==> src/circular_linked_queue_manager_defines.svh <==
// ----------------------------------------------------------------------------
// circular_linked_queue_manager_defines.svh
// Assertion macros used by the queue manager RTL.
// ----------------------------------------------------------------------------
`ifndef CIRCULAR_LINKED_QUEUE_MANAGER_DEFINES_SVH
`define CIRCULAR_LINKED_QUEUE_MANAGER_DEFINES_SVH

// Check that the consequent holds in the same cycle as the antecedent.
`define CLQ_ASSERT_NOW(lbl, ante, cons) \
    lbl: assert property (@(posedge clk) disable iff (!rst_n) (ante) |-> (cons)) \
        else $error("queue manager check failed");

// Check that the consequent holds in the cycle after the antecedent.
`define CLQ_ASSERT_NEXT(lbl, ante, cons) \
    lbl: assert property (@(posedge clk) disable iff (!rst_n) (ante) |=> (cons)) \
        else $error("queue manager check failed");

`endif

==> src/clq_pkg.sv <==
// ----------------------------------------------------------------------------
// clq_pkg
// Field widths, request action codes and status codes of the queue manager.
// ----------------------------------------------------------------------------
package clq_pkg;

    // Port field widths
    localparam int ACTION_W = 2;
    localparam int QID_W    = 2;
    localparam int NODE_W   = 6;
    localparam int STATUS_W = 2;
    localparam int COUNT_W  = 7;

    // Request actions
    localparam logic [ACTION_W-1:0] ACT_APPEND = 2'd0;
    localparam logic [ACTION_W-1:0] ACT_REMOVE = 2'd1;
    localparam logic [ACTION_W-1:0] ACT_QUERY  = 2'd2;

    // Result status
    localparam logic [STATUS_W-1:0] STAT_OK     = 2'd0;
    localparam logic [STATUS_W-1:0] STAT_LINKED = 2'd1;
    localparam logic [STATUS_W-1:0] STAT_EMPTY  = 2'd2;
    localparam logic [STATUS_W-1:0] STAT_NOT_IN = 2'd3;

endpackage

==> src/clq_ram.sv <==
// ----------------------------------------------------------------------------
// clq_ram
// Generic single write port, single read port RAM with registered read data.
// A read of the word being written in the same cycle returns the new data.
// ----------------------------------------------------------------------------
module clq_ram #(
    parameter int WIDTH = 8,
    parameter int DEPTH = 64
) (
    input  logic                                     clk,
    input  logic                                     we,
    input  logic [((DEPTH > 1) ? $clog2(DEPTH) : 1)-1:0] waddr,
    input  logic [WIDTH-1:0]                         wdata,
    input  logic                                     re,
    input  logic [((DEPTH > 1) ? $clog2(DEPTH) : 1)-1:0] raddr,
    output logic [WIDTH-1:0]                         rdata
);

    logic [WIDTH-1:0] mem [DEPTH];
    logic [WIDTH-1:0] rdata_reg;

    // Write, then register the read word; pass the write data through on a match
    always_ff @(posedge clk)
    begin
        if (we)
        begin
            mem[waddr] <= wdata;
        end
        if (re)
        begin
            if (we && (waddr == raddr))
            begin
                rdata_reg <= wdata;
            end
            else
            begin
                rdata_reg <= mem[raddr];
            end
        end
    end

    assign rdata = rdata_reg;

endmodule

==> src/circular_linked_queue_manager.sv <==
// ----------------------------------------------------------------------------
// circular_linked_queue_manager
// Pool of nodes linked into several circular doubly linked queues.
// ----------------------------------------------------------------------------
// Usage:
//   A request (action, queue_id, node) is taken at a rising edge with start
//   high and busy low. Actions: append node at the queue tail, remove node
//   from the queue, query. Other action codes act as a query.
//   Exactly one result per request: done is high for one cycle with status,
//   queue_count, head_node, head_present, node_next, node_prev, node_linked.
//   The receiver cannot stall; the result must be taken in that cycle.
// Timing:
//   At the accept edge the node's tag and link words are read from the pool
//   RAMs; they are used in the execute state and updated at its end. done
//   rises after the execute state, and a new request may be accepted in that
//   same cycle, so a request is not taken while the last one executes.
// Reset:
//   After reset the block sweeps the node tag RAM clear, one entry a cycle,
//   with busy high until every entry is written. All queues start empty.
//   The tail's successor and the head's predecessor live in the per-queue
//   registers, so each request writes at most one word per link RAM.
// ----------------------------------------------------------------------------
`include "circular_linked_queue_manager_defines.svh"

module circular_linked_queue_manager #(
    parameter int POOL_NODES  = 64,
    parameter int QUEUE_COUNT = 4
) (
    input  logic                          clk,
    input  logic                          rst_n,
    input  logic                          start,
    input  logic [clq_pkg::ACTION_W-1:0]  action,
    input  logic [clq_pkg::QID_W-1:0]     queue_id,
    input  logic [clq_pkg::NODE_W-1:0]    node,
    output logic                          busy,
    output logic                          done,
    output logic [clq_pkg::STATUS_W-1:0]  status,
    output logic [clq_pkg::COUNT_W-1:0]   queue_count,
    output logic [clq_pkg::NODE_W-1:0]    head_node,
    output logic                          head_present,
    output logic [clq_pkg::NODE_W-1:0]    node_next,
    output logic [clq_pkg::NODE_W-1:0]    node_prev,
    output logic                          node_linked
);

    localparam int IDX_W      = (POOL_NODES > 1) ? $clog2(POOL_NODES) : 1;
    localparam int Q_W        = (QUEUE_COUNT > 1) ? $clog2(QUEUE_COUNT) : 1;
    localparam int CNT_W      = $clog2(POOL_NODES + 1);
    localparam int TAG_W      = Q_W + 1;
    localparam int NODE_CODES = 2 ** clq_pkg::NODE_W;
    localparam int QID_CODES  = 2 ** clq_pkg::QID_W;

    localparam int ST_W = 2;
    localparam logic [ST_W-1:0] ST_CLEAR = 2'd0;
    localparam logic [ST_W-1:0] ST_IDLE  = 2'd1;
    localparam logic [ST_W-1:0] ST_EXEC  = 2'd2;

    logic [ST_W-1:0]  state_reg, state_next;
    logic [IDX_W-1:0] clr_reg;
    logic             accept;

    // Request register
    logic [clq_pkg::ACTION_W-1:0] act_reg;
    logic [Q_W-1:0]               q_reg;
    logic [IDX_W-1:0]             n_reg;

    // Per-queue state
    logic [IDX_W-1:0]       qhead_reg  [QUEUE_COUNT];
    logic [IDX_W-1:0]       qtail_reg  [QUEUE_COUNT];
    logic [CNT_W-1:0]       qcount_reg [QUEUE_COUNT];
    logic [QUEUE_COUNT-1:0] qvalid_reg;

    // Index wrap tables
    logic [IDX_W-1:0] node_wrap [NODE_CODES];
    logic [Q_W-1:0]   qid_wrap  [QID_CODES];
    logic [IDX_W-1:0] in_n;
    logic [Q_W-1:0]   in_q;

    // RAM ports
    logic             tag_we, next_we, prev_we;
    logic [IDX_W-1:0] tag_waddr, next_waddr, prev_waddr;
    logic [TAG_W-1:0] tag_wdata, tag_rd;
    logic [IDX_W-1:0] next_wdata, prev_wdata, next_rd, prev_rd;

    // Execute-stage signals
    logic                         rd_linked;
    logic [Q_W-1:0]               rd_owner;
    logic [IDX_W-1:0]             cur_head, cur_tail, own_head, own_tail;
    logic [CNT_W-1:0]             cur_cnt;
    logic                         cur_valid;
    logic [IDX_W-1:0]             eff_next, eff_prev;
    logic                         do_app, do_rem, only_one;
    logic [clq_pkg::STATUS_W-1:0] st_val;
    logic [IDX_W-1:0]             new_head, new_tail;
    logic [CNT_W-1:0]             new_cnt;
    logic                         new_valid;
    logic                         res_linked;
    logic [IDX_W-1:0]             res_next, res_prev;

    // Result register
    logic                         done_reg;
    logic [clq_pkg::STATUS_W-1:0] status_reg;
    logic [clq_pkg::COUNT_W-1:0]  count_reg;
    logic [clq_pkg::NODE_W-1:0]   head_reg;
    logic                         present_reg;
    logic [clq_pkg::NODE_W-1:0]   next_reg;
    logic [clq_pkg::NODE_W-1:0]   prev_reg;
    logic                         linked_reg;

    // Build wrap tables for out-of-range node and queue indices
    for (genvar gi = 0; gi < NODE_CODES; gi++)
    begin : g_node_wrap
        assign node_wrap[gi] = IDX_W'(gi % POOL_NODES);
    end

    for (genvar gq = 0; gq < QID_CODES; gq++)
    begin : g_qid_wrap
        assign qid_wrap[gq] = Q_W'(gq % QUEUE_COUNT);
    end

    assign in_n   = node_wrap[node];
    assign in_q   = qid_wrap[queue_id];
    assign busy   = (state_reg != ST_IDLE);
    assign accept = start && !busy;

    // Sequence: clear sweep, then idle/execute per request
    always_comb
    begin
        state_next = state_reg;
        unique case (state_reg)
            ST_CLEAR:
            begin
                if (clr_reg == IDX_W'(POOL_NODES - 1))
                begin
                    state_next = ST_IDLE;
                end
            end
            ST_IDLE:
            begin
                if (start)
                begin
                    state_next = ST_EXEC;
                end
            end
            ST_EXEC:
            begin
                state_next = ST_IDLE;
            end
            default:
            begin
                state_next = ST_CLEAR;
            end
        endcase
    end

    always_ff @(posedge clk or negedge rst_n)
    begin
        if (!rst_n)
        begin
            state_reg <= ST_CLEAR;
            clr_reg   <= '0;
        end
        else
        begin
            state_reg <= state_next;
            if (state_reg == ST_CLEAR)
            begin
                clr_reg <= clr_reg + IDX_W'(1);
            end
        end
    end

    // Capture the request
    always_ff @(posedge clk)
    begin
        if (accept)
        begin
            act_reg <= action;
            q_reg   <= in_q;
            n_reg   <= in_n;
        end
    end

    // Node tag RAM: linked flag over owner queue
    clq_ram #(
        .WIDTH (TAG_W),
        .DEPTH (POOL_NODES)
    ) u_tag_ram (
        .clk   (clk),
        .we    (tag_we),
        .waddr (tag_waddr),
        .wdata (tag_wdata),
        .re    (accept),
        .raddr (in_n),
        .rdata (tag_rd)
    );

    // Successor link RAM
    clq_ram #(
        .WIDTH (IDX_W),
        .DEPTH (POOL_NODES)
    ) u_next_ram (
        .clk   (clk),
        .we    (next_we),
        .waddr (next_waddr),
        .wdata (next_wdata),
        .re    (accept),
        .raddr (in_n),
        .rdata (next_rd)
    );

    // Predecessor link RAM
    clq_ram #(
        .WIDTH (IDX_W),
        .DEPTH (POOL_NODES)
    ) u_prev_ram (
        .clk   (clk),
        .we    (prev_we),
        .waddr (prev_waddr),
        .wdata (prev_wdata),
        .re    (accept),
        .raddr (in_n),
        .rdata (prev_rd)
    );

    // Look up node and queue state; tail-to-head wrap comes from the queue registers
    assign rd_linked = tag_rd[Q_W];
    assign rd_owner  = tag_rd[Q_W-1:0];
    assign cur_head  = qhead_reg[q_reg];
    assign cur_tail  = qtail_reg[q_reg];
    assign cur_cnt   = qcount_reg[q_reg];
    assign cur_valid = qvalid_reg[q_reg];
    assign own_head  = qhead_reg[rd_owner];
    assign own_tail  = qtail_reg[rd_owner];
    assign eff_next  = (n_reg == own_tail) ? own_head : next_rd;
    assign eff_prev  = (n_reg == own_head) ? own_tail : prev_rd;
    assign only_one  = (cur_head == cur_tail);

    // Decide the action and its status
    always_comb
    begin
        st_val = clq_pkg::STAT_OK;
        do_app = 1'b0;
        do_rem = 1'b0;
        if (state_reg == ST_EXEC)
        begin
            unique case (act_reg)
                clq_pkg::ACT_APPEND:
                begin
                    if (rd_linked)
                    begin
                        st_val = clq_pkg::STAT_LINKED;
                    end
                    else
                    begin
                        do_app = 1'b1;
                    end
                end
                clq_pkg::ACT_REMOVE:
                begin
                    if (!cur_valid)
                    begin
                        st_val = clq_pkg::STAT_EMPTY;
                    end
                    else if (!rd_linked || (rd_owner != q_reg))
                    begin
                        st_val = clq_pkg::STAT_NOT_IN;
                    end
                    else
                    begin
                        do_rem = 1'b1;
                    end
                end
                default:
                begin
                    st_val = clq_pkg::STAT_OK;
                end
            endcase
        end
    end

    // Compute the addressed queue after the step
    always_comb
    begin
        new_head  = cur_head;
        new_tail  = cur_tail;
        new_cnt   = cur_cnt;
        new_valid = cur_valid;
        if (do_app)
        begin
            new_valid = 1'b1;
            new_head  = cur_valid ? cur_head : n_reg;
            new_tail  = n_reg;
            new_cnt   = cur_cnt + CNT_W'(1);
        end
        else if (do_rem)
        begin
            new_cnt = (cur_cnt != '0) ? (cur_cnt - CNT_W'(1)) : cur_cnt;
            if (only_one)
            begin
                new_valid = 1'b0;
            end
            else
            begin
                new_head = (n_reg == cur_head) ? eff_next : cur_head;
                new_tail = (n_reg == cur_tail) ? eff_prev : cur_tail;
            end
        end
    end

    // Drive link and tag writes
    always_comb
    begin
        next_we    = 1'b0;
        next_waddr = eff_prev;
        next_wdata = eff_next;
        prev_we    = 1'b0;
        prev_waddr = eff_next;
        prev_wdata = eff_prev;
        if (do_app)
        begin
            next_we    = cur_valid;
            next_waddr = cur_tail;
            next_wdata = n_reg;
            prev_we    = cur_valid;
            prev_waddr = n_reg;
            prev_wdata = cur_tail;
        end
        else if (do_rem)
        begin
            next_we = !only_one;
            prev_we = !only_one;
        end
    end

    always_comb
    begin
        if (state_reg == ST_CLEAR)
        begin
            tag_we    = 1'b1;
            tag_waddr = clr_reg;
            tag_wdata = '0;
        end
        else
        begin
            tag_we    = do_app || do_rem;
            tag_waddr = n_reg;
            tag_wdata = do_app ? {1'b1, q_reg} : '0;
        end
    end

    // Report the node after the step
    always_comb
    begin
        res_linked = rd_linked;
        res_next   = eff_next;
        res_prev   = eff_prev;
        if (do_app)
        begin
            res_linked = 1'b1;
            res_next   = cur_valid ? cur_head : n_reg;
            res_prev   = cur_valid ? cur_tail : n_reg;
        end
        else if (do_rem)
        begin
            res_linked = 1'b0;
        end
    end

    // Update per-queue control state
    always_ff @(posedge clk or negedge rst_n)
    begin
        if (!rst_n)
        begin
            qvalid_reg <= '0;
            for (int i = 0; i < QUEUE_COUNT; i++)
            begin
                qcount_reg[i] <= '0;
            end
        end
        else if (do_app || do_rem)
        begin
            qvalid_reg[q_reg] <= new_valid;
            qcount_reg[q_reg] <= new_cnt;
        end
    end

    // Update per-queue head and tail
    always_ff @(posedge clk)
    begin
        if (do_app || do_rem)
        begin
            qhead_reg[q_reg] <= new_head;
            qtail_reg[q_reg] <= new_tail;
        end
    end

    // Register the result; done is high for one cycle
    always_ff @(posedge clk or negedge rst_n)
    begin
        if (!rst_n)
        begin
            done_reg <= 1'b0;
        end
        else
        begin
            done_reg <= (state_reg == ST_EXEC);
        end
    end

    always_ff @(posedge clk)
    begin
        if (state_reg == ST_EXEC)
        begin
            status_reg  <= st_val;
            count_reg   <= clq_pkg::COUNT_W'(new_cnt);
            head_reg    <= new_valid ? clq_pkg::NODE_W'(new_head) : '0;
            present_reg <= new_valid;
            next_reg    <= res_linked ? clq_pkg::NODE_W'(res_next) : '0;
            prev_reg    <= res_linked ? clq_pkg::NODE_W'(res_prev) : '0;
            linked_reg  <= res_linked;
        end
    end

    assign done         = done_reg;
    assign status       = status_reg;
    assign queue_count  = count_reg;
    assign head_node    = head_reg;
    assign head_present = present_reg;
    assign node_next    = next_reg;
    assign node_prev    = prev_reg;
    assign node_linked  = linked_reg;

    // Checks
    `CLQ_ASSERT_NEXT(a_accept_exec, accept, state_reg == ST_EXEC)
    `CLQ_ASSERT_NEXT(a_exec_done, state_reg == ST_EXEC, done && !busy)
    `CLQ_ASSERT_NOW(a_clear_quiet, state_reg == ST_CLEAR, !done && tag_we)
    `CLQ_ASSERT_NOW(a_valid_count, state_reg == ST_EXEC, cur_valid == (cur_cnt != '0))

endmodule
==> config.mk <==
export PLATFORM = sky130hd
export DESIGN_NAME = circular_linked_queue_manager
export DESIGN_NICKNAME = d
export VERILOG_FILES = /design/src/clq_pkg.sv /design/src/clq_ram.sv /design/src/circular_linked_queue_manager.sv
export VERILOG_INCLUDE_DIRS = /design/src /design/src/src
export SDC_FILE = /design/constraint.sdc
export NUM_CORES = 1
export LEC_CHECK = 0
export ABC_CLOCK_PERIOD_IN_PS = 7600
export BUFFER_PORTS_ARGS = -buffer_cell sky130_fd_sc_hd__buf_2
export CAP_MARGIN = 20
export CELL_PAD_IN_SITES_DETAIL_PLACEMENT = 0
export CELL_PAD_IN_SITES_GLOBAL_PLACEMENT = 1
export CORE_MARGIN = 2
export CORE_UTILIZATION = 51
export CTS_BUF_LIST = sky130_fd_sc_hd__clkbuf_16
export DETAILED_ROUTE_END_ITERATION = 16
export GPL_TIMING_DRIVEN = 1
export HOLD_SLACK_MARGIN = 0.08
export PLACE_DENSITY = 0.75
export SLEW_MARGIN = 20
export SYNTH_ARGS = -nofsm -noshare
export SYNTH_HDL_FRONTEND = slang
export SYNTH_SLANG_ARGS = --single-unit
export TNS_END_PERCENT = 50
==> constraint.sdc <==
create_clock -name clk -period 7.6 [get_ports clk]
set_input_delay 1.14 -clock clk [delete_from_list [all_inputs] [get_ports clk]]
set_output_delay 1.14 -clock clk [all_outputs]
set_load 0.05 [all_outputs]
==> results.yml, run 1 <==
die:
  chipHeight_um: 300
  die_x_um: 300
  die_area_um2: 90300
  core_area_um2: 86900
  rows: 108
  pin_count: 44
  start_util_pct: 51.6
logic_synthesis:
  syn_avg_cell_area_um2: 20.7
  synth_cell_type_count: 67
  ys.flop_type: "edfxtp_1"
  yosysSeqAreaShare_pct: 73.5
  synth_top_area_share_pct: 71.2
  synthArstFlopShare_pct: 3.71
  yosysWarnings: 0
  ys_seq_elements: 1105
  synth_edf_count: 1062
  syn_inst: 2170
  syn-num-nets: 2187
  synth.area.top_cells: "edfxtp_1 (71%), mux4_2 (17%), dfrtp_1 (2.3%)"
  synth_area_leader_cell: "edfxtp_1"
  syn_area_um2: 44800
placed_design:
  placed_area_um2: 46300
  dpl.cell_count: 3273
  io_buffers: 43
  hpwl_um: 59300
  place.gp.congestion: 0.858
  post-place-ws_ns: 2.22
outcome:
  outcome: "complete, no violations"
power_and_ir_drop:
  p_switching_mw: 3.44
  p_seq_share_pct: 50.2
  power_leakage_nw: 15.5
  p_int_mw: 10.8
  cellPowerDensity_nw_per_um2: 284
  netSwitchingFraction_pct: 24.2
  total_power_mw: 14.2
  clockPowerShare_pct: 39.2
  pwr-share-comb_pct: 10.5
  ir_worst_vdd_v: 0.000187
timing:
  fin_ws_ns: 2.29
  finalCriticalPeriod_ns: 5.31
  tightest_slew_ns: 1.12
  fmax_mhz: 188
  rsz0062_at_grt: "false"
  post-route-period-util_pct: 69.8
  hold_viol_final: 0
  slew_headroom_pct: 25.3
  slew_viol_final: 0
  tns_ns: 0
  finalSetupViolCount: 0
  clock_skew_ns: 0.0277
  hold_ws_ns: 0.502
routing:
  drtIter0Drc: 2470
  detail_route.wirelength_um: 98500
  wl_per_cell_um: 28.3
  drc_errors: 0
  vias: 21900
  drtAntennaViolNets: 0
  first_pass_iters: 7
  via_per_inst: 6.29
global_route:
  grt_util_all_layers_pct: 22.3
  antenna_found_initial: 3
  grt_max_degree: 124
  grt_pass1_vias: 22000
  grt_use_met2_pct: 34.3
  use_met1_pct: 33.6
  grt_pass1_wl_um: 148000
  met3_usage_pct: 3.87
  busiest_layer: "met2"
  grt-ovfl-total: 0
cts:
  cts_tree: "built"
  cts.reportedPaths.clkPinSlew_ns: 0.06
  clk_latency_ns: 0.70
  post_cts_buffers: 0
  cts_buffer_depth: 3
  numCtsBuffers: 108
  ctsResizeCount: 0
  cts_max_level: 3
  cts_hold_buf: 0
  root_buffer: "clkbuf_16"
  cts_sinks: 1105
layout:
  drive_gt1_share_pct: 28.2
  n_antenna_cell: 0
  final_net_count: 2246
  final_cell_mix: "edfxtp_1 (1,062), mux4_2 (343), nor2_1 (211), clkbuf_16 (108), nand2_1 (49)"
  fillerInstances: 6181
  finalNonFillerCells: 3475
  fin_util_pct: 57.6
  syn_to_final_growth_pct: 11.6
  top_regs: "u_next_ram.mem (384), u_prev_ram.mem (384), u_tag_ram.mem (192)"
  finalInstanceArea_um2: 50000
  mostFrequentLayoutCell: "edfxtp_1"
critical_path:
  required_ns: 7.94
  critPathLaunchType: "flip-flop"
  worstSetupEndpointType: "flip-flop"
  worstPathArrival_ns: 5.65
  crit_type: "reg -> reg"
  rrSetupSlack_ns: 2.29
  cp_max_fo: 69
run:
  drv_cap: 0
worst_hold_path:
  hp-class: "reg -> reg"
==> routing by layer <==
| metal | vias to the layer above | wire [um] |
|---|---|---|
| met2 | 1045 | 46700 |
| met5 | - | 11 |
| met1 | 11500 | 41800 |
| met3 | 143 | 7960 |
| li1 | 9123 | - |
| met4 | 2 | 1980 |
==> cell families (layout without fill, tap and decap cells) <==
family	Yosys count	after routing	synth area share, %
adders and majority gates	4	4	0.112
DFF	1105	1105	73.5
xor gates and xnor gates	46	46	0.916
AOI/OAI and AO/OA	96	96	1.52
muxes	395	395	18.6
and+or+nand+nor	384	384	3.96
buffers and inverters	140	290	1.31
==> power groups by stage <==
| stage | Sequential (mW) | Clock, mW | Combinational (mW) |
|---|---|---|---|
| final | 7.13 | 5.57 | 1.50 |
| after global routing | 7.14 | 5.91 | 1.60 |
| after CTS | 7.13 | 5.67 | 1.50 |
| after detailed placement | 7.25 | 0 | 1.50 |
| after global placement | 7.25 | 0 | 1.47 |
| after floorplan | 7.24 | 0 | 0.951 |
==> final cells by class <==
| class | count | area (um^2) | share of cell area (%) |
|---|---|---|---|
| sequential | 1105 | 33000 | 65.9 |
| multi-input combinational | 925 | 11300 | 22.6 |
| clock buffer | 108 | 2700 | 5.40 |
| tap | 1155 | 1450 | 2.89 |
| clock inverter | 93 | 1030 | 2.06 |
| timing repair buffer | 71 | 505 | 1.01 |
| inverter | 18 | 67.6 | 0.135 |
==> synth_stat cells, types with 4 or more instances <==
cell / n
and3_1: 6
nor3_1: 12
a21o_1: 6
o31a_1: 4
a21oi_2: 4
and4_1: 4
buf_1: 28
nor2_1: 212
nand3_1: 19
nand3b_1: 6
mux2i_1: 12
nor2b_1: 5
a21oi_1: 13
dfrtp_1: 41
o22ai_1: 6
o21ai_0: 12
nor2_2: 9
and2_1: 5
clkbuf_1: 69
nand2_1: 49
buf_4: 5
edfxtp_1: 1062
xnor2_1: 30
nor3b_1: 4
nand4_1: 19
inv_2: 5
mux4_1: 4
buf_2: 17
inv_1: 13
a211oi_1: 14
a31oi_1: 10
nand2b_1: 4
mux2_2: 36
or3_1: 13
xor2_1: 15
ha_1: 4
mux4_2: 343
==> critical path, cell delays in order, from the launching register on <==
cell and delay [ns]:
edfxtp_1 0.97, mux4_1 0.72, xnor2_1 0.22, and4_1 0.39
a31oi_1 0.19, o2bb2ai_2 0.29, inv_2 0.16, buf_4 0.66
nand4_1 0.70, nor2_1 0.66
==> final timing paths <==
check,startpoint,to,cells past startpoint
min in group asynchronous,rst_n,qcount_reg[20]$_DFFE_PN0P_,1
worst max register to register,u_tag_ram.rdata[0]$_DFFE_PP_,u_prev_ram.mem[47][0]$_DFFE_PP_,9
worst max-delay path,u_tag_ram.rdata[0]$_DFFE_PP_,u_prev_ram.mem[47][0]$_DFFE_PP_,9
max in group asynchronous,rst_n,clr_reg[0]$_DFFE_PN0P_,1
worst min-delay path,qcount_reg[8]$_DFFE_PN0P_,qcount_reg[8]$_DFFE_PN0P_,1
worst min register to register,qcount_reg[8]$_DFFE_PN0P_,qcount_reg[8]$_DFFE_PN0P_,1
Note: power is estimated with default switching activity, not from simulation.
==> run 2: changes to the inputs <==
--- a/config.mk
+++ b/config.mk
@@ -6,7 +6,7 @@
 export SDC_FILE = /design/constraint.sdc
 export NUM_CORES = 1
 export LEC_CHECK = 0
-export ABC_CLOCK_PERIOD_IN_PS = 7600
+export ABC_CLOCK_PERIOD_IN_PS = 5550
 export BUFFER_PORTS_ARGS = -buffer_cell sky130_fd_sc_hd__buf_2
 export CAP_MARGIN = 20
 export CELL_PAD_IN_SITES_DETAIL_PLACEMENT = 0
==> constraint.sdc (replaced) <==
create_clock -name clk -period 5.55 [get_ports clk]
set_input_delay 0.8325 -clock clk [delete_from_list [all_inputs] [get_ports clk]]
set_output_delay 0.8325 -clock clk [all_outputs]
set_load 0.05 [all_outputs]
==> run 2 against run 1 <==
Effect of this change:
- fmax up 10%
- first-iteration DRC count down 0.57%
- combinational power up 37%
- sequential power up 37%
- highest routed layer unchanged
==> results.yml, run 2 (synthesis results as in run 1) <==
outcome:
  outcome: "complete, no violations"
layout:
  mostFrequentLayoutCell: "edfxtp_1"
  finalInstanceArea_um2: 50100
  final_cell_mix: "edfxtp_1 (1,062), mux4_2 (343), nor2_1 (211), clkbuf_16 (112), buf_4 (57)"
  top_regs: "u_next_ram.mem (384), u_prev_ram.mem (384), u_tag_ram.mem (192)"
  seq_area_um2: 33000
  drive_gt1_share_pct: 29.1
  fillerInstances: 6190
  final_net_count: 2280
  finalNonFillerCells: 3509
  syn_to_final_growth_pct: 11.9
  fin_util_pct: 57.7
  n_antenna_cell: 0
  multiInputGateArea_um2: 11300
routing:
  drtIter0Drc: 2456
  vias: 22100
  detail_route.wirelength_um: 100000
  wl_per_cell_um: 28.5
  drc_errors: 0
  first_pass_iters: 7
  drtAntennaViolNets: 0
  via_per_inst: 6.30
critical_path:
  path_depth: 8
  cp_slowest_stage_delay_ns: 0.74
  cp_max_fo: 9
  worstPathArrival_ns: 5.13
  required_ns: 5.86
  critPathBufInv: 1
  critPathLaunchType: "flip-flop"
  rrSetupSlack_ns: 0.73
  r2r_cells: 8
  cp_cell_sequence: "buf_4 > mux4_1 > xnor2_1 > nand4_1 > nor2_1 > o211a_1 > nand4_1 > nor2_1"
  worstSetupEndpointType: "flip-flop"
  critPathTopFamily: "simple AND/OR/NAND/NOR gates"
  crit_type: "reg -> reg"
  crit_slowest_cell: "edfxtp_1"
die:
  chipHeight_um: 300
  rows: 108
  start_util_pct: 51.6
  die_x_um: 300
  core_area_um2: 86900
  die_area_um2: 90300
  pin_count: 44
cts:
  cts_max_level: 3
  clk_latency_ns: 0.69
  cts_sinks: 1105
  cts.reportedPaths.clkPinSlew_ns: 0.06
  root_buffer: "clkbuf_16"
  cts_tree: "built"
  cts_hold_buf: 0
  cts_buffer_depth: 3
  ctsResizeCount: 0
  post_cts_buffers: 0
  numCtsBuffers: 109
timing:
  finalCriticalPeriod_ns: 4.82
  rsz0062_at_grt: "false"
  post-route-period-util_pct: 86.8
  hold_viol_final: 0
  tns_ns: 0
  finalSetupViolCount: 0
  fmax_mhz: 208
  hold_ws_ns: 0.305
  slew_viol_final: 0
  clock_skew_ns: 0.0356
  tightest_slew_ns: 1.11
  fin_ws_ns: 0.733
  slew_headroom_pct: 26.0
run:
  drv_cap: 0
placed_design:
  place.gp.congestion: 0.868
  placed_area_um2: 46500
  post-place-ws_ns: 0.808
  dpl.cell_count: 3307
  hpwl_um: 62100
  io_buffers: 43
global_route:
  grt_pass1_wl_um: 150000
  grt_max_degree: 95
  grt_pass1_vias: 22300
  grt-ovfl-total: 0
  antenna_found_initial: 1
  grt_util_all_layers_pct: 22.5
power_and_ir_drop:
  cellPowerDensity_nw_per_um2: 382
  power_leakage_nw: 15.7
  ir_worst_vdd_v: 0.000291
  total_power_mw: 19.2
worst_hold_path:
  hp-class: "in -> async"
## run 2: changes by cell type in the layout (fill, tap and decap cells not counted), sizes merged
cell / previous run / this run
clkbuf: 108 / 112
buf: 71 / 104
bufinv: 20 / 13
inv: 35 / 40
clkinv: 48 / 45
clkinvlp: 8 / 10
## run 2: final cells by class
type / instances / share of cell area (%)
Timing Repair Buffer: 104 / 1.51
Sequential cell: 1105 / 65.7
Clock inverter: 90 / 1.60
Clock buffer: 112 / 5.59
Tap cell: 1155 / 2.88
Inverter: 18 / 0.135
Multi-Input combinational cell: 925 / 22.6
## run 2: report_power, final
group	total [mW]	switching, mW	leakage, nW	internal [mW]
Clock	7.36	3.10	1.81	4.26
Combinational	2.06	1.43	3.87	0.632
Sequential	9.75	0.142	9.98	9.61
## run 2: path summary, 6_finish.rpt
kind / from / to
worst min-delay path: rst_n / qcount_reg[4]$_DFFE_PN0P_
worst max register to register: u_tag_ram.rdata[0]$_DFFE_PP_ / u_prev_ram.mem[17][4]$_DFFE_PP_
worst max-delay path: u_tag_ram.rdata[0]$_DFFE_PP_ / u_prev_ram.mem[17][4]$_DFFE_PP_
max in group asynchronous: rst_n / qcount_reg[25]$_DFFE_PN0P_
worst min register to register: qvalid_reg[3]$_DFFE_PN0P_ / qvalid_reg[3]$_DFFE_PN0P_
min in group clk: action[0] / act_reg[0]$_DFFE_PP_
## run 2: worst reg2reg max path, cell delays in order, from the launching register on
cell and delay (ns):
edfxtp_1 0.74, buf_4 0.27, mux4_1 0.64, xnor2_1 0.21
nand4_1 0.25, nor2_1 0.52, o211a_1 0.39, nand4_1 0.71
nor2_1 0.74
## run 2: per-layer routing
layer,track usage (%),part of all wire [%],up-vias
met1,33.1,42,11800
li1,-,-,9183
met2,35.9,48,1035
met5,0,0.013,-
met4,5.71,1.9,2
met3,3.67,7.8,127
